===== config.mk =====
export PLATFORM = sky130hd
export DESIGN_NAME = infix_add_mul_expression_evaluator
export DESIGN_NICKNAME = d
export VERILOG_FILES = /design/src/rtl/core/iaee_pkg.sv /design/src/rtl/core/iaee_shift_add_unit.sv /design/src/rtl/core/infix_add_mul_expression_evaluator.sv
export SDC_FILE = /design/constraint.sdc
export NUM_CORES = 1
export LEC_CHECK = 0
export CAP_MARGIN = 20
export CELL_PAD_IN_SITES_DETAIL_PLACEMENT = 1
export CELL_PAD_IN_SITES_GLOBAL_PLACEMENT = 2
export CORE_MARGIN = 10
export CORE_UTILIZATION = 40
export CTS_BUF_LIST = sky130_fd_sc_hd__clkbuf_4 sky130_fd_sc_hd__clkbuf_8 sky130_fd_sc_hd__clkbuf_16
export DETAILED_ROUTE_END_ITERATION = 8
export DONT_BUFFER_PORTS = 1
export HOLD_SLACK_MARGIN = 0.05
export PLACE_DENSITY_LB_ADDON = 0.1
export SLEW_MARGIN = 30
export SYNTH_ARGS = -nofsm -noshare
export SYNTH_HDL_FRONTEND = slang
export SYNTH_SLANG_ARGS = --single-unit
export TNS_END_PERCENT = 1

===== constraint.sdc =====
create_clock -name clock -period 5.1 [get_ports clock]
set_input_delay 1.02 -clock clock [delete_from_list [all_inputs] [get_ports clock]]
set_output_delay 1.02 -clock clock [all_outputs]
set_load 0.1 [all_outputs]

===== src/rtl/core/iaee_pkg.sv =====
// ----------------------------------------------------------------------------
// Infix expression evaluator package
// Shared types, character codes, operator and status codes for the evaluator
// and its iterative multiply/divide unit.
// ----------------------------------------------------------------------------
package iaee_pkg;

   // Width of the decimal number accumulator and of the multiplier operand.
   localparam int NUM_WIDTH = 32;

   // ASCII codes of the characters the evaluator reacts to.
   localparam logic [7:0] CHAR_ZERO  = 8'd48;
   localparam logic [7:0] CHAR_NINE  = 8'd57;
   localparam logic [7:0] CHAR_PLUS  = 8'h2B;
   localparam logic [7:0] CHAR_MINUS = 8'h2D;
   localparam logic [7:0] CHAR_STAR  = 8'h2A;
   localparam logic [7:0] CHAR_SLASH = 8'h2F;

   // Pending multiplicative operator.
   localparam logic [1:0] OP_NONE = 2'd0;
   localparam logic [1:0] OP_MUL  = 2'd1;
   localparam logic [1:0] OP_DIV  = 2'd2;

   // Result status codes.
   localparam logic [1:0] STATUS_OK       = 2'd0;
   localparam logic [1:0] STATUS_DIV_ZERO = 2'd1;
   localparam logic [1:0] STATUS_OVERFLOW = 2'd2;

   // Sequencer states.
   typedef enum logic [2:0] {
      ST_IDLE,
      ST_CLOSE,
      ST_RUN,
      ST_FIX,
      ST_POST,
      ST_EMIT
   } state_type;

   // What remains to be done for the beat being processed.
   typedef enum logic [2:0] {
      ACT_MUL,
      ACT_DIV,
      ACT_ADD,
      ACT_SUB,
      ACT_END
   } action_type;

   // Command from the sequencer to the shift-add unit.
   typedef struct packed {
      logic start;
      logic is_div;
   } unit_cmd_type;

endpackage


===== src/rtl/core/iaee_shift_add_unit.sv =====
// ----------------------------------------------------------------------------
// Shift-add multiply/divide unit
// One shared adder serves an unsigned shift-add multiply (one multiplier bit
// per cycle) and a restoring divide (one quotient bit per cycle).
// ----------------------------------------------------------------------------
module iaee_shift_add_unit import iaee_pkg::*; #(
   parameter int VALUE_WIDTH = 48
) (
   input  logic                              clock,
   input  logic                              reset,
   input  unit_cmd_type                      cmd,
   input  logic [VALUE_WIDTH-1:0]            opa,
   input  logic [NUM_WIDTH-1:0]              opb,
   output logic                              done,
   output logic [VALUE_WIDTH+NUM_WIDTH-1:0]  product,
   output logic [VALUE_WIDTH-1:0]            quotient
);

   localparam int AW = VALUE_WIDTH + 2;
   localparam int CW = $clog2(VALUE_WIDTH + 1);

   logic [VALUE_WIDTH-1:0] acc_ff, acc_in;
   logic [VALUE_WIDTH-1:0] sh_ff, sh_in;
   logic [VALUE_WIDTH-1:0] opnd_ff, opnd_in;
   logic [CW-1:0]          cnt_ff, cnt_in;
   logic                   div_ff, div_in;
   logic                   done_ff, done_in;

   logic [AW-1:0] add_a;
   logic [AW-1:0] add_b;
   logic [AW-1:0] add_sum;
   logic          no_borrow;

   // Shared adder: accumulate for multiply, trial subtract for divide.
   always_comb begin
      if (div_ff) begin
         add_a = AW'({acc_ff[NUM_WIDTH-1:0], sh_ff[VALUE_WIDTH-1]});
         add_b = AW'(opnd_ff);
      end else begin
         add_a = AW'(acc_ff);
         add_b = sh_ff[0] ? AW'(opnd_ff) : '0;
      end
      add_sum   = add_a + (add_b ^ {AW{div_ff}}) + AW'(div_ff);
      no_borrow = ~add_sum[AW-1];
   end

   // Load on start, then one step per cycle until the count runs out.
   always_comb begin
      acc_in  = acc_ff;
      sh_in   = sh_ff;
      opnd_in = opnd_ff;
      cnt_in  = cnt_ff;
      div_in  = div_ff;
      done_in = 1'b0;
      if (cmd.start) begin
         acc_in = '0;
         div_in = cmd.is_div;
         if (cmd.is_div) begin
            sh_in   = opa;
            opnd_in = VALUE_WIDTH'(opb);
            cnt_in  = CW'(VALUE_WIDTH);
         end else begin
            sh_in   = VALUE_WIDTH'(opb);
            opnd_in = opa;
            cnt_in  = CW'(NUM_WIDTH);
         end
      end else if (cnt_ff != '0) begin
         cnt_in  = cnt_ff - CW'(1);
         done_in = (cnt_ff == CW'(1));
         if (div_ff) begin
            if (no_borrow) begin
               acc_in = VALUE_WIDTH'(add_sum[NUM_WIDTH-1:0]);
               sh_in  = {sh_ff[VALUE_WIDTH-2:0], 1'b1};
            end else begin
               acc_in = VALUE_WIDTH'({acc_ff[NUM_WIDTH-2:0], sh_ff[VALUE_WIDTH-1]});
               sh_in  = {sh_ff[VALUE_WIDTH-2:0], 1'b0};
            end
         end else begin
            acc_in = add_sum[VALUE_WIDTH:1];
            sh_in  = {add_sum[0], sh_ff[VALUE_WIDTH-1:1]};
         end
      end
   end

   // Control registers.
   always_ff @(posedge clock) begin
      if (reset) begin
         cnt_ff  <= '0;
         done_ff <= 1'b0;
         div_ff  <= 1'b0;
      end else begin
         cnt_ff  <= cnt_in;
         done_ff <= done_in;
         div_ff  <= div_in;
      end
   end

   // Datapath registers.
   always_ff @(posedge clock) begin
      acc_ff  <= acc_in;
      sh_ff   <= sh_in;
      opnd_ff <= opnd_in;
   end

   assign done     = done_ff;
   assign product  = {acc_ff, sh_ff[VALUE_WIDTH-1 -: NUM_WIDTH]};
   assign quotient = sh_ff;

endmodule


===== src/rtl/core/infix_add_mul_expression_evaluator.sv =====
// ----------------------------------------------------------------------------
// Infix expression evaluator, four operators
// Reads an infix expression one character per beat and returns its value,
// signed fixed point, with status, after the beat marked end of line.
// ----------------------------------------------------------------------------
//
//   Channel   Ports                                  Direction
//   --------  -------------------------------------  ---------
//   req       req_valid/ready, char_code, end_of_line  in
//   rsp       rsp_valid/ready, value, status           out
//
// A digit, space or other character does not close the number. An operator adds
// a number close; a pending '*', or '/' by a nonzero number, runs the shift-add
// unit one bit per cycle. The end of line adds one more close and a step to load
// the result register. Synchronous active-high reset clears all state but the
// result payload and the unit datapath. The input is not ready while a close
// runs, nor while a finished line waits for an unread result.
// ----------------------------------------------------------------------------
module infix_add_mul_expression_evaluator import iaee_pkg::*; #(
   parameter int VALUE_WIDTH = 48,
   parameter int FRAC_BITS   = 16
) (
   input  logic                          clock,
   input  logic                          reset,
   input  logic                          req_valid,
   output logic                          req_ready,
   input  logic [7:0]                    req_char_code,
   input  logic                          req_end_of_line,
   output logic                          rsp_valid,
   input  logic                          rsp_ready,
   output logic signed [VALUE_WIDTH-1:0] rsp_value,
   output logic [1:0]                    rsp_status
);

   localparam int VW       = VALUE_WIDTH;
   localparam int AW       = VALUE_WIDTH + 2;
   localparam int INT_BITS = VALUE_WIDTH - 1 - FRAC_BITS;
   localparam logic [VW-1:0] POS_LIMIT = {1'b0, {(VW-1){1'b1}}};
   localparam logic [VW-1:0] NEG_LIMIT = {1'b1, {(VW-1){1'b0}}};

   state_type  state_ff, state_in;
   action_type act_ff, act_in;
   logic       eol_ff, eol_in;
   logic [VW-1:0]        sum_ff, sum_in;
   logic [VW-1:0]        term_ff, term_in;
   logic [NUM_WIDTH-1:0] num_ff, num_in;
   logic [1:0]           op_ff, op_in;
   logic                 sign_ff, sign_in;
   logic [1:0]           err_ff, err_in;
   logic                 rsp_valid_ff, rsp_valid_in;
   logic [VW-1:0]        rsp_value_ff, rsp_value_in;
   logic [1:0]           rsp_status_ff, rsp_status_in;

   unit_cmd_type                 unit_cmd;
   logic                         unit_done;
   logic [VW+NUM_WIDTH-1:0]      unit_product;
   logic [VW-1:0]                unit_quotient;

   // Character decode and decimal digit accumulation.
   logic                 is_digit;
   logic [7:0]           digit_off;
   logic [NUM_WIDTH+3:0] num_ext;
   logic [NUM_WIDTH+3:0] num_next;
   logic                 num_ovf;

   always_comb begin
      is_digit  = (req_char_code >= CHAR_ZERO) && (req_char_code <= CHAR_NINE);
      digit_off = req_char_code - CHAR_ZERO;
      num_ext   = (NUM_WIDTH+4)'(num_ff);
      num_next  = (num_ext << 3) + (num_ext << 1) + (NUM_WIDTH+4)'(digit_off[3:0]);
      num_ovf   = |num_next[NUM_WIDTH+3:NUM_WIDTH];
   end

   // Closing a number: integer to fixed point, and the term magnitude.
   logic [63:0]   n_wide;
   logic          n_ovf;
   logic [VW-1:0] n_fixed;
   logic          term_neg;
   logic [VW-1:0] term_mag;

   always_comb begin
      n_wide   = 64'(num_ff);
      n_ovf    = (n_wide >> INT_BITS) != 64'd0;
      n_fixed  = n_ovf ? POS_LIMIT : VW'(n_wide << FRAC_BITS);
      term_neg = term_ff[VW-1];
      term_mag = term_neg ? -term_ff : term_ff;
   end

   // Product clamp and sign for the finished multiply or divide.
   logic          mul_ovf;
   logic [VW-1:0] mul_mag;
   logic [VW-1:0] mul_term;
   logic [VW-1:0] div_term;

   always_comb begin
      if (term_neg) begin
         mul_ovf = (|unit_product[VW+NUM_WIDTH-1:VW]) ||
                   (unit_product[VW-1] && (|unit_product[VW-2:0]));
      end else begin
         mul_ovf = |unit_product[VW+NUM_WIDTH-1:VW-1];
      end
      mul_mag  = mul_ovf ? (term_neg ? NEG_LIMIT : POS_LIMIT) : unit_product[VW-1:0];
      mul_term = term_neg ? -mul_mag : mul_mag;
      div_term = term_neg ? -unit_quotient : unit_quotient;
   end

   // Saturating add or subtract of the term into the running sum.
   logic [AW-1:0] sat_raw;
   logic [2:0]    sat_top;
   logic          sat_ovf;
   logic [VW-1:0] sat_sum;

   always_comb begin
      sat_raw = {{2{sum_ff[VW-1]}}, sum_ff} +
                ({{2{term_ff[VW-1]}}, term_ff} ^ {AW{sign_ff}}) + AW'(sign_ff);
      sat_top = sat_raw[AW-1:VW-1];
      sat_ovf = !((sat_top == 3'b000) || (sat_top == 3'b111));
      sat_sum = sat_ovf ? (sat_raw[AW-1] ? NEG_LIMIT : POS_LIMIT) : sat_raw[VW-1:0];
   end

   // Iterative multiply/divide unit.
   iaee_shift_add_unit #(
      .VALUE_WIDTH (VALUE_WIDTH)
   ) u_unit (
      .clock    (clock),
      .reset    (reset),
      .cmd      (unit_cmd),
      .opa      (term_mag),
      .opb      (num_ff),
      .done     (unit_done),
      .product  (unit_product),
      .quotient (unit_quotient)
   );

   // Sequencer: next state, datapath updates and handshakes.
   always_comb begin
      state_in      = state_ff;
      act_in        = act_ff;
      eol_in        = eol_ff;
      sum_in        = sum_ff;
      term_in       = term_ff;
      num_in        = num_ff;
      op_in         = op_ff;
      sign_in       = sign_ff;
      err_in        = err_ff;
      rsp_valid_in  = rsp_valid_ff && !rsp_ready;
      rsp_value_in  = rsp_value_ff;
      rsp_status_in = rsp_status_ff;
      unit_cmd      = '0;
      req_ready     = 1'b0;

      case (state_ff)
         ST_IDLE: begin
            req_ready = 1'b1;
            if (req_valid) begin
               eol_in = req_end_of_line;
               if (is_digit) begin
                  if (num_ovf) begin
                     num_in = '1;
                     if (err_ff == STATUS_OK) begin
                        err_in = STATUS_OVERFLOW;
                     end
                  end else begin
                     num_in = num_next[NUM_WIDTH-1:0];
                  end
                  act_in   = ACT_END;
                  state_in = req_end_of_line ? ST_CLOSE : ST_IDLE;
               end else if (req_char_code == CHAR_STAR) begin
                  act_in   = ACT_MUL;
                  state_in = ST_CLOSE;
               end else if (req_char_code == CHAR_SLASH) begin
                  act_in   = ACT_DIV;
                  state_in = ST_CLOSE;
               end else if (req_char_code == CHAR_PLUS) begin
                  act_in   = ACT_ADD;
                  state_in = ST_CLOSE;
               end else if (req_char_code == CHAR_MINUS) begin
                  act_in   = ACT_SUB;
                  state_in = ST_CLOSE;
               end else begin
                  act_in   = ACT_END;
                  state_in = req_end_of_line ? ST_CLOSE : ST_IDLE;
               end
            end
         end

         ST_CLOSE: begin
            num_in = '0;
            if (n_ovf && (err_ff == STATUS_OK)) begin
               err_in = STATUS_OVERFLOW;
            end
            case (op_ff)
               OP_MUL: begin
                  unit_cmd.start  = 1'b1;
                  unit_cmd.is_div = 1'b0;
                  state_in        = ST_RUN;
               end
               OP_DIV: begin
                  if (num_ff == '0) begin
                     term_in = '0;
                     if (err_ff == STATUS_OK) begin
                        err_in = STATUS_DIV_ZERO;
                     end
                     state_in = ST_POST;
                  end else begin
                     unit_cmd.start  = 1'b1;
                     unit_cmd.is_div = 1'b1;
                     state_in        = ST_RUN;
                  end
               end
               default: begin
                  term_in  = n_fixed;
                  state_in = ST_POST;
               end
            endcase
         end

         ST_RUN: begin
            if (unit_done) begin
               state_in = ST_FIX;
            end
         end

         ST_FIX: begin
            if (op_ff == OP_MUL) begin
               term_in = mul_term;
               if (mul_ovf && (err_ff == STATUS_OK)) begin
                  err_in = STATUS_OVERFLOW;
               end
            end else begin
               term_in = div_term;
            end
            state_in = ST_POST;
         end

         ST_POST: begin
            case (act_ff)
               ACT_MUL, ACT_DIV: begin
                  op_in = (act_ff == ACT_MUL) ? OP_MUL : OP_DIV;
                  if (eol_ff) begin
                     act_in   = ACT_END;
                     state_in = ST_CLOSE;
                  end else begin
                     state_in = ST_IDLE;
                  end
               end
               ACT_ADD, ACT_SUB: begin
                  sum_in  = sat_sum;
                  term_in = '0;
                  sign_in = (act_ff == ACT_SUB);
                  op_in   = OP_NONE;
                  if (sat_ovf && (err_ff == STATUS_OK)) begin
                     err_in = STATUS_OVERFLOW;
                  end
                  if (eol_ff) begin
                     act_in   = ACT_END;
                     state_in = ST_CLOSE;
                  end else begin
                     state_in = ST_IDLE;
                  end
               end
               ACT_END: begin
                  sum_in = sat_sum;
                  if (sat_ovf && (err_ff == STATUS_OK)) begin
                     err_in = STATUS_OVERFLOW;
                  end
                  state_in = ST_EMIT;
               end
               default: begin
                  state_in = ST_IDLE;
               end
            endcase
         end

         ST_EMIT: begin
            // Load the result once the output register is free, then start over.
            if (!rsp_valid_ff || rsp_ready) begin
               rsp_valid_in  = 1'b1;
               rsp_value_in  = (err_ff == STATUS_DIV_ZERO) ? '0 : sum_ff;
               rsp_status_in = err_ff;
               sum_in        = '0;
               term_in       = '0;
               num_in        = '0;
               op_in         = OP_NONE;
               sign_in       = 1'b0;
               err_in        = STATUS_OK;
               eol_in        = 1'b0;
               state_in      = ST_IDLE;
            end
         end

         default: begin
            state_in = ST_IDLE;
         end
      endcase
   end

   // Control and expression state registers.
   always_ff @(posedge clock) begin
      if (reset) begin
         state_ff     <= ST_IDLE;
         act_ff       <= ACT_END;
         eol_ff       <= 1'b0;
         sum_ff       <= '0;
         term_ff      <= '0;
         num_ff       <= '0;
         op_ff        <= OP_NONE;
         sign_ff      <= 1'b0;
         err_ff       <= STATUS_OK;
         rsp_valid_ff <= 1'b0;
      end else begin
         state_ff     <= state_in;
         act_ff       <= act_in;
         eol_ff       <= eol_in;
         sum_ff       <= sum_in;
         term_ff      <= term_in;
         num_ff       <= num_in;
         op_ff        <= op_in;
         sign_ff      <= sign_in;
         err_ff       <= err_in;
         rsp_valid_ff <= rsp_valid_in;
      end
   end

   // Result payload register.
   always_ff @(posedge clock) begin
      rsp_value_ff  <= rsp_value_in;
      rsp_status_ff <= rsp_status_in;
   end

   assign rsp_valid  = rsp_valid_ff;
   assign rsp_value  = rsp_value_ff;
   assign rsp_status = rsp_status_ff;

endmodule


==> impl_results.html <==
<table>
<tr><th>Metric</th><th>Value</th></tr>
<tr><th colspan="2">Finish</th></tr>
<tr><td>Layout Utilization</td><td>0.449</td></tr>
<tr><td>Proportion of layout cells with a drive suffix above 1</td><td>0.0976</td></tr>
<tr><td>Nets</td><td>3508</td></tr>
<tr><td>Number of filler cells placed in the layout</td><td>8049</td></tr>
<tr><td>Commonest non-fill, non-tap cell in the layout</td><td>sky130_fd_sc_hd__a21oi_1</td></tr>
<tr><td>Most used cells in the layout excluding fill and tap cells</td><td>sky130_fd_sc_hd__a21oi_1 (346), sky130_fd_sc_hd__nand2_1 (328), sky130_fd_sc_hd__o21ai_0 (312), sky130_fd_sc_hd__nor2_1 (251), sky130_fd_sc_hd__dfxtp_1 (194)</td></tr>
<tr><td>Final standard cell area without fillers</td><td>30400 sq um</td></tr>
<tr><td>Synth-to-layout area growth</td><td>10.7%</td></tr>
<tr><th colspan="2">Critical path</th></tr>
<tr><td>Crit path capture type</td><td>flip-flop</td></tr>
<tr><td>Required time at the endpoint of the critical path</td><td>5.58 ns</td></tr>
<tr><td>Cells traversed along the worst timing path</td><td>buf_12, mux2_2, ha_1, nand4_1, nor2_1, and4b_1, o2111ai_1, a2111oi_1, buf_4, o21ai_0, a21boi_0, o21a_1, o21ai_0, a32o_1</td></tr>
<tr><td>CP startpoint kind</td><td>flip-flop</td></tr>
<tr><td>Cell repeated most along the worst path</td><td>sky130_fd_sc_hd__o21ai_0</td></tr>
<tr><td>Crit path buf inv count</td><td>2</td></tr>
<tr><td>Critical-path top delay cell</td><td>sky130_fd_sc_hd__dfxtp_4</td></tr>
<tr><td>Critical path's top delay family</td><td>compound AO/OA/AOI/OAI gates</td></tr>
<tr><td>Critical path class</td><td>reg2reg</td></tr>
<tr><td>Crit-path max cell delay</td><td>0.62 ns</td></tr>
<tr><td>Crit Path Max Fanout</td><td>58</td></tr>
<tr><td>WP data arrival</td><td>5.33 ns</td></tr>
<tr><th colspan="2">Clocking</th></tr>
<tr><td>Clock transition at the register clock pins on the worst setup and hold paths after CTS</td><td>0.06 ns</td></tr>
<tr><td>Cts hold-fix bufs</td><td>0</td></tr>
<tr><td>Deepest level of the CTS H-tree</td><td>2</td></tr>
<tr><td>CTS buffer count</td><td>45</td></tr>
<tr><td>Number of clock sinks</td><td>343</td></tr>
<tr><td>Clock network latency to the later pin of the worst-skew pair</td><td>0.62 ns</td></tr>
<tr><td>Clock tree from TritonCTS</td><td>built</td></tr>
<tr><td>Clk Tree Root Cell</td><td>sky130_fd_sc_hd__clkbuf_16</td></tr>
<tr><td>Number of buffers on the longest clock path</td><td>3</td></tr>
<tr><th colspan="2">Global routing</th></tr>
<tr><td>Overall fraction of global-route tracks in use</td><td>0.277</td></tr>
<tr><td>Global-route wire length before repair</td><td>170000 microns</td></tr>
<tr><td>Remaining Overflow, GRT</td><td>0</td></tr>
<tr><td>Vias in the first global route</td><td>26.8k</td></tr>
<tr><td>Maximum number of pins on one net before global-route repair</td><td>81</td></tr>
<tr><td>Antenna violations before repair</td><td>2</td></tr>
<tr><th colspan="2">Detailed routing</th></tr>
<tr><td>Vias per cell</td><td>6.32</td></tr>
<tr><td>Number of vias after detailed routing</td><td>26.8k</td></tr>
<tr><td>Wire length per cell after detailed routing</td><td>26.5 microns</td></tr>
<tr><td>Total wire length after detailed routing</td><td>112000 microns</td></tr>
<tr><td>Pre-Repair DR Iteration Count</td><td>5</td></tr>
<tr><td>Antenna viol nets, final</td><td>0</td></tr>
<tr><td>Remaining DRCs</td><td>0</td></tr>
<tr><td>DRT iter0 DRCs</td><td>2295</td></tr>
<tr><th colspan="2">Pwr</th></tr>
<tr><td>Overall power of the completed layout</td><td>13.4 mW</td></tr>
<tr><td>Leakage power figure</td><td>11.9 nW</td></tr>
<tr><td>Power density over the cells</td><td>442 nW/um^2</td></tr>
<tr><td>Worst voltage drop across the vdd grid</td><td>0.247 mV</td></tr>
<tr><th colspan="2">Floorplanning</th></tr>
<tr><td>I/O pin cnt</td><td>65</td></tr>
<tr><td>Full die area</td><td>79500 sq um</td></tr>
<tr><td>Starting density of the core</td><td>0.406</td></tr>
<tr><td>Floorplan row count</td><td>95</td></tr>
<tr><td>Height of the chip</td><td>282 microns</td></tr>
<tr><td>Core Box Area</td><td>67600 sq um</td></tr>
<tr><td>Horizontal die dimension</td><td>282 microns</td></tr>
<tr><th colspan="2">Job</th></tr>
<tr><td>Max-cap violations</td><td>0</td></tr>
<tr><th colspan="2">Timing</th></tr>
<tr><td>Max Slew Vio Count</td><td>0</td></tr>
<tr><td>Post-Route Skew</td><td>0.0368 ns</td></tr>
<tr><td>Final Hold Violating Endpoints</td><td>0</td></tr>
<tr><td>Post-layout minimum cycle time</td><td>4.86 ns</td></tr>
<tr><td>Setup TNS</td><td>0 ns</td></tr>
<tr><td>RSZ-0062 raised after global routing</td><td>false</td></tr>
<tr><td>Worst slew margin</td><td>0.382</td></tr>
<tr><td>Number of failing setup endpoints in the final timing report</td><td>0</td></tr>
<tr><td>Least-Margin Pin Slew</td><td>0.929 ns</td></tr>
<tr><td>Highest attainable clock frequency</td><td>206 MHz</td></tr>
<tr><td>Final period utilization</td><td>0.953</td></tr>
<tr><th colspan="2">Min path</th></tr>
<tr><td>Worst hold path type</td><td>reg2reg</td></tr>
<tr><th colspan="2">Outcome</th></tr>
<tr><td>Run status</td><td>completed</td></tr>
<tr><th colspan="2">Synthesis</th></tr>
<tr><td>Synthesized area per cell</td><td>8.11 sq um</td></tr>
<tr><td>Number of register bits inferred by synthesis</td><td>343</td></tr>
<tr><td>Number of distinct library cells after synthesis</td><td>92</td></tr>
<tr><td>Yosys top cell area share</td><td>0.160</td></tr>
<tr><td>Number of flops mapped to enable cells by yosys</td><td>146</td></tr>
<tr><td>Sequential share of the synthesized area</td><td>0.303</td></tr>
<tr><td>Async S/R FF share, synth</td><td>0</td></tr>
<tr><td>Top cells by area, synth</td><td>sky130_fd_sc_hd__edfxtp_1 (16%), sky130_fd_sc_hd__dfxtp_1 (14%), sky130_fd_sc_hd__ha_1 (7.5%)</td></tr>
<tr><td>Post-synthesis cell count</td><td>3386</td></tr>
<tr><td>Synth Net Count</td><td>3568</td></tr>
<tr><td>Post-synthesis cell area</td><td>27400 sq um</td></tr>
<tr><td>Most area-hungry cell type in the Yosys netlist</td><td>sky130_fd_sc_hd__edfxtp_1</td></tr>
<tr><td>Total of warnings raised by yosys</td><td>0</td></tr>
<tr><td>Dominant synthesized flop cell</td><td>sky130_fd_sc_hd__dfxtp_1</td></tr>
<tr><th colspan="2">Placement</th></tr>
<tr><td>Standard cell area after detailed placement</td><td>28800 sq um</td></tr>
<tr><td>Buffers on Ports</td><td>0</td></tr>
<tr><td>Detailed-placement wirelength estimate</td><td>84400 microns</td></tr>
<tr><td>Final weighted congestion in routability-driven placement</td><td>1.01</td></tr>
</table>
cell families (layout without fill, tap and decap cells):
group	count (synthesis)	after routing	share of synthesized area
and+or+nand+nor	1000	1000	0.173
buffers and inverters	307	283	0.0441
adders and majority gates	169	169	0.0781
muxes	116	116	0.0444
other	0	1	0
DFF	343	343	0.303
xor gates and xnor gates	253	253	0.0810
AOI/OAI and AO/OA	1198	1198	0.276
routing by layer:
| metal | vias to the layer above | routed length (microns) | global-route usage |
|---|---|---|---|
| li1 | 12442 | - | - |
| met5 | - | 12 | 0 |
| met4 | 2 | 4220 | 0.101 |
| met3 | 186 | 5910 | 0.0365 |
| met1 | 13388 | 50500 | 0.369 |
| met2 | 752 | 51700 | 0.452 |
cells in the mapped netlist, types with 14 or more instances:
library cell               instances
sky130_fd_sc_hd__a211o_1          15
sky130_fd_sc_hd__a211oi_1         65
sky130_fd_sc_hd__a21o_1           89
sky130_fd_sc_hd__a21oi_1         347
sky130_fd_sc_hd__a221oi_1         28
sky130_fd_sc_hd__a22o_1           16
sky130_fd_sc_hd__a22oi_1          33
sky130_fd_sc_hd__a31oi_1          31
sky130_fd_sc_hd__and2_1           67
sky130_fd_sc_hd__and3_1           17
sky130_fd_sc_hd__buf_1            16
sky130_fd_sc_hd__buf_2            16
sky130_fd_sc_hd__clkbuf_1        207
sky130_fd_sc_hd__dfxtp_1         197
sky130_fd_sc_hd__edfxtp_1        146
sky130_fd_sc_hd__ha_1            165
sky130_fd_sc_hd__inv_1            59
sky130_fd_sc_hd__mux2_2           35
sky130_fd_sc_hd__mux2i_1          80
sky130_fd_sc_hd__nand2_1         330
sky130_fd_sc_hd__nand2b_1         19
sky130_fd_sc_hd__nand3_1          49
sky130_fd_sc_hd__nand4_1          44
sky130_fd_sc_hd__nor2_1          256
sky130_fd_sc_hd__nor2b_1          29
sky130_fd_sc_hd__nor3_1           61
sky130_fd_sc_hd__nor4_1           39
sky130_fd_sc_hd__o211ai_1         35
sky130_fd_sc_hd__o21a_1           15
sky130_fd_sc_hd__o21ai_0         314
sky130_fd_sc_hd__o21bai_1         22
sky130_fd_sc_hd__o22ai_1          30
sky130_fd_sc_hd__o31ai_1          33
sky130_fd_sc_hd__o41ai_1          14
sky130_fd_sc_hd__or2_2            15
sky130_fd_sc_hd__or3_1            29
sky130_fd_sc_hd__or4_1            16
sky130_fd_sc_hd__xnor2_1         102
sky130_fd_sc_hd__xor2_1          150
stage by stage:
stage / hold slack, ns / setup WS, ns / std cells
3_5_place_dp: 0.467 / 0.208 / 4152
3_3_place_gp: 0.459 / 0.297 / 4152
2_1_floorplan: 0.439 / 0.486 / 3386
4_1_cts: 0.475 / 0.184 / 4235
6_report: 0.471 / 0.241 / 4236
5_1_grt: 0.493 / 0.0411 / 4235
registers in the layout, indices dropped and copies added, names as in the netlist, 2 cells and up:
register	count
u_unit.cnt_ff	6
act_ff	3
u_unit.quotient	48
state_ff	3
rsp_status	2
term_ff	48
u_unit.acc_ff	48
op_ff	2
num_ff	32
u_unit.opnd_ff	48
err_ff	2
rsp_value	48
sum_ff	48
worst min-delay path: stages, from the launching register on:
cell and delay [ns]:
sky130_fd_sc_hd__dfxtp_1 0.32, sky130_fd_sc_hd__nand2_1 0.06, sky130_fd_sc_hd__a21oi_1 0.05
timing repair:
action	CTS	global route
gates resized for setup	0	3
setup buffers	0	0
endpoints found under the setup margin	0	41
area by class of cell:
type | count | area (sq um) | share of cell area
diodes | 1 | 2.50 | 0.0000824
clock buffers | 61 | 1350 | 0.0444
clock inverters | 22 | 201 | 0.00663
inverters | 60 | 225 | 0.00742
multi-input cells | 2736 | 18000 | 0.594
flip-flops and latches | 343 | 8340 | 0.274
well taps | 873 | 1090 | 0.0360
repair buffers | 140 | 1130 | 0.0373
worst paths after layout:
path	end	slack [ns]	from	depth (start not counted)
max	u_unit.acc_ff[34]$_SDFFE_PP0P_	0.24	u_unit.div_ff$_SDFFE_PP0P_	14
min	sum_ff[11]$_SDFFE_PP0P_	0.47	sum_ff[11]$_SDFFE_PP0P_	2
max reg2reg	u_unit.acc_ff[34]$_SDFFE_PP0P_	0.24	u_unit.div_ff$_SDFFE_PP0P_	14
min reg2reg	sum_ff[11]$_SDFFE_PP0P_	0.47	sum_ff[11]$_SDFFE_PP0P_	2
where the power goes:
part           switching, mW  total, mW  internal (mW)
Sequential             0.547       4.05           3.51
Combinational           3.80       5.99           2.20
Clock                   1.36       3.36           2.01
Power figures use the tool's default switching activity.
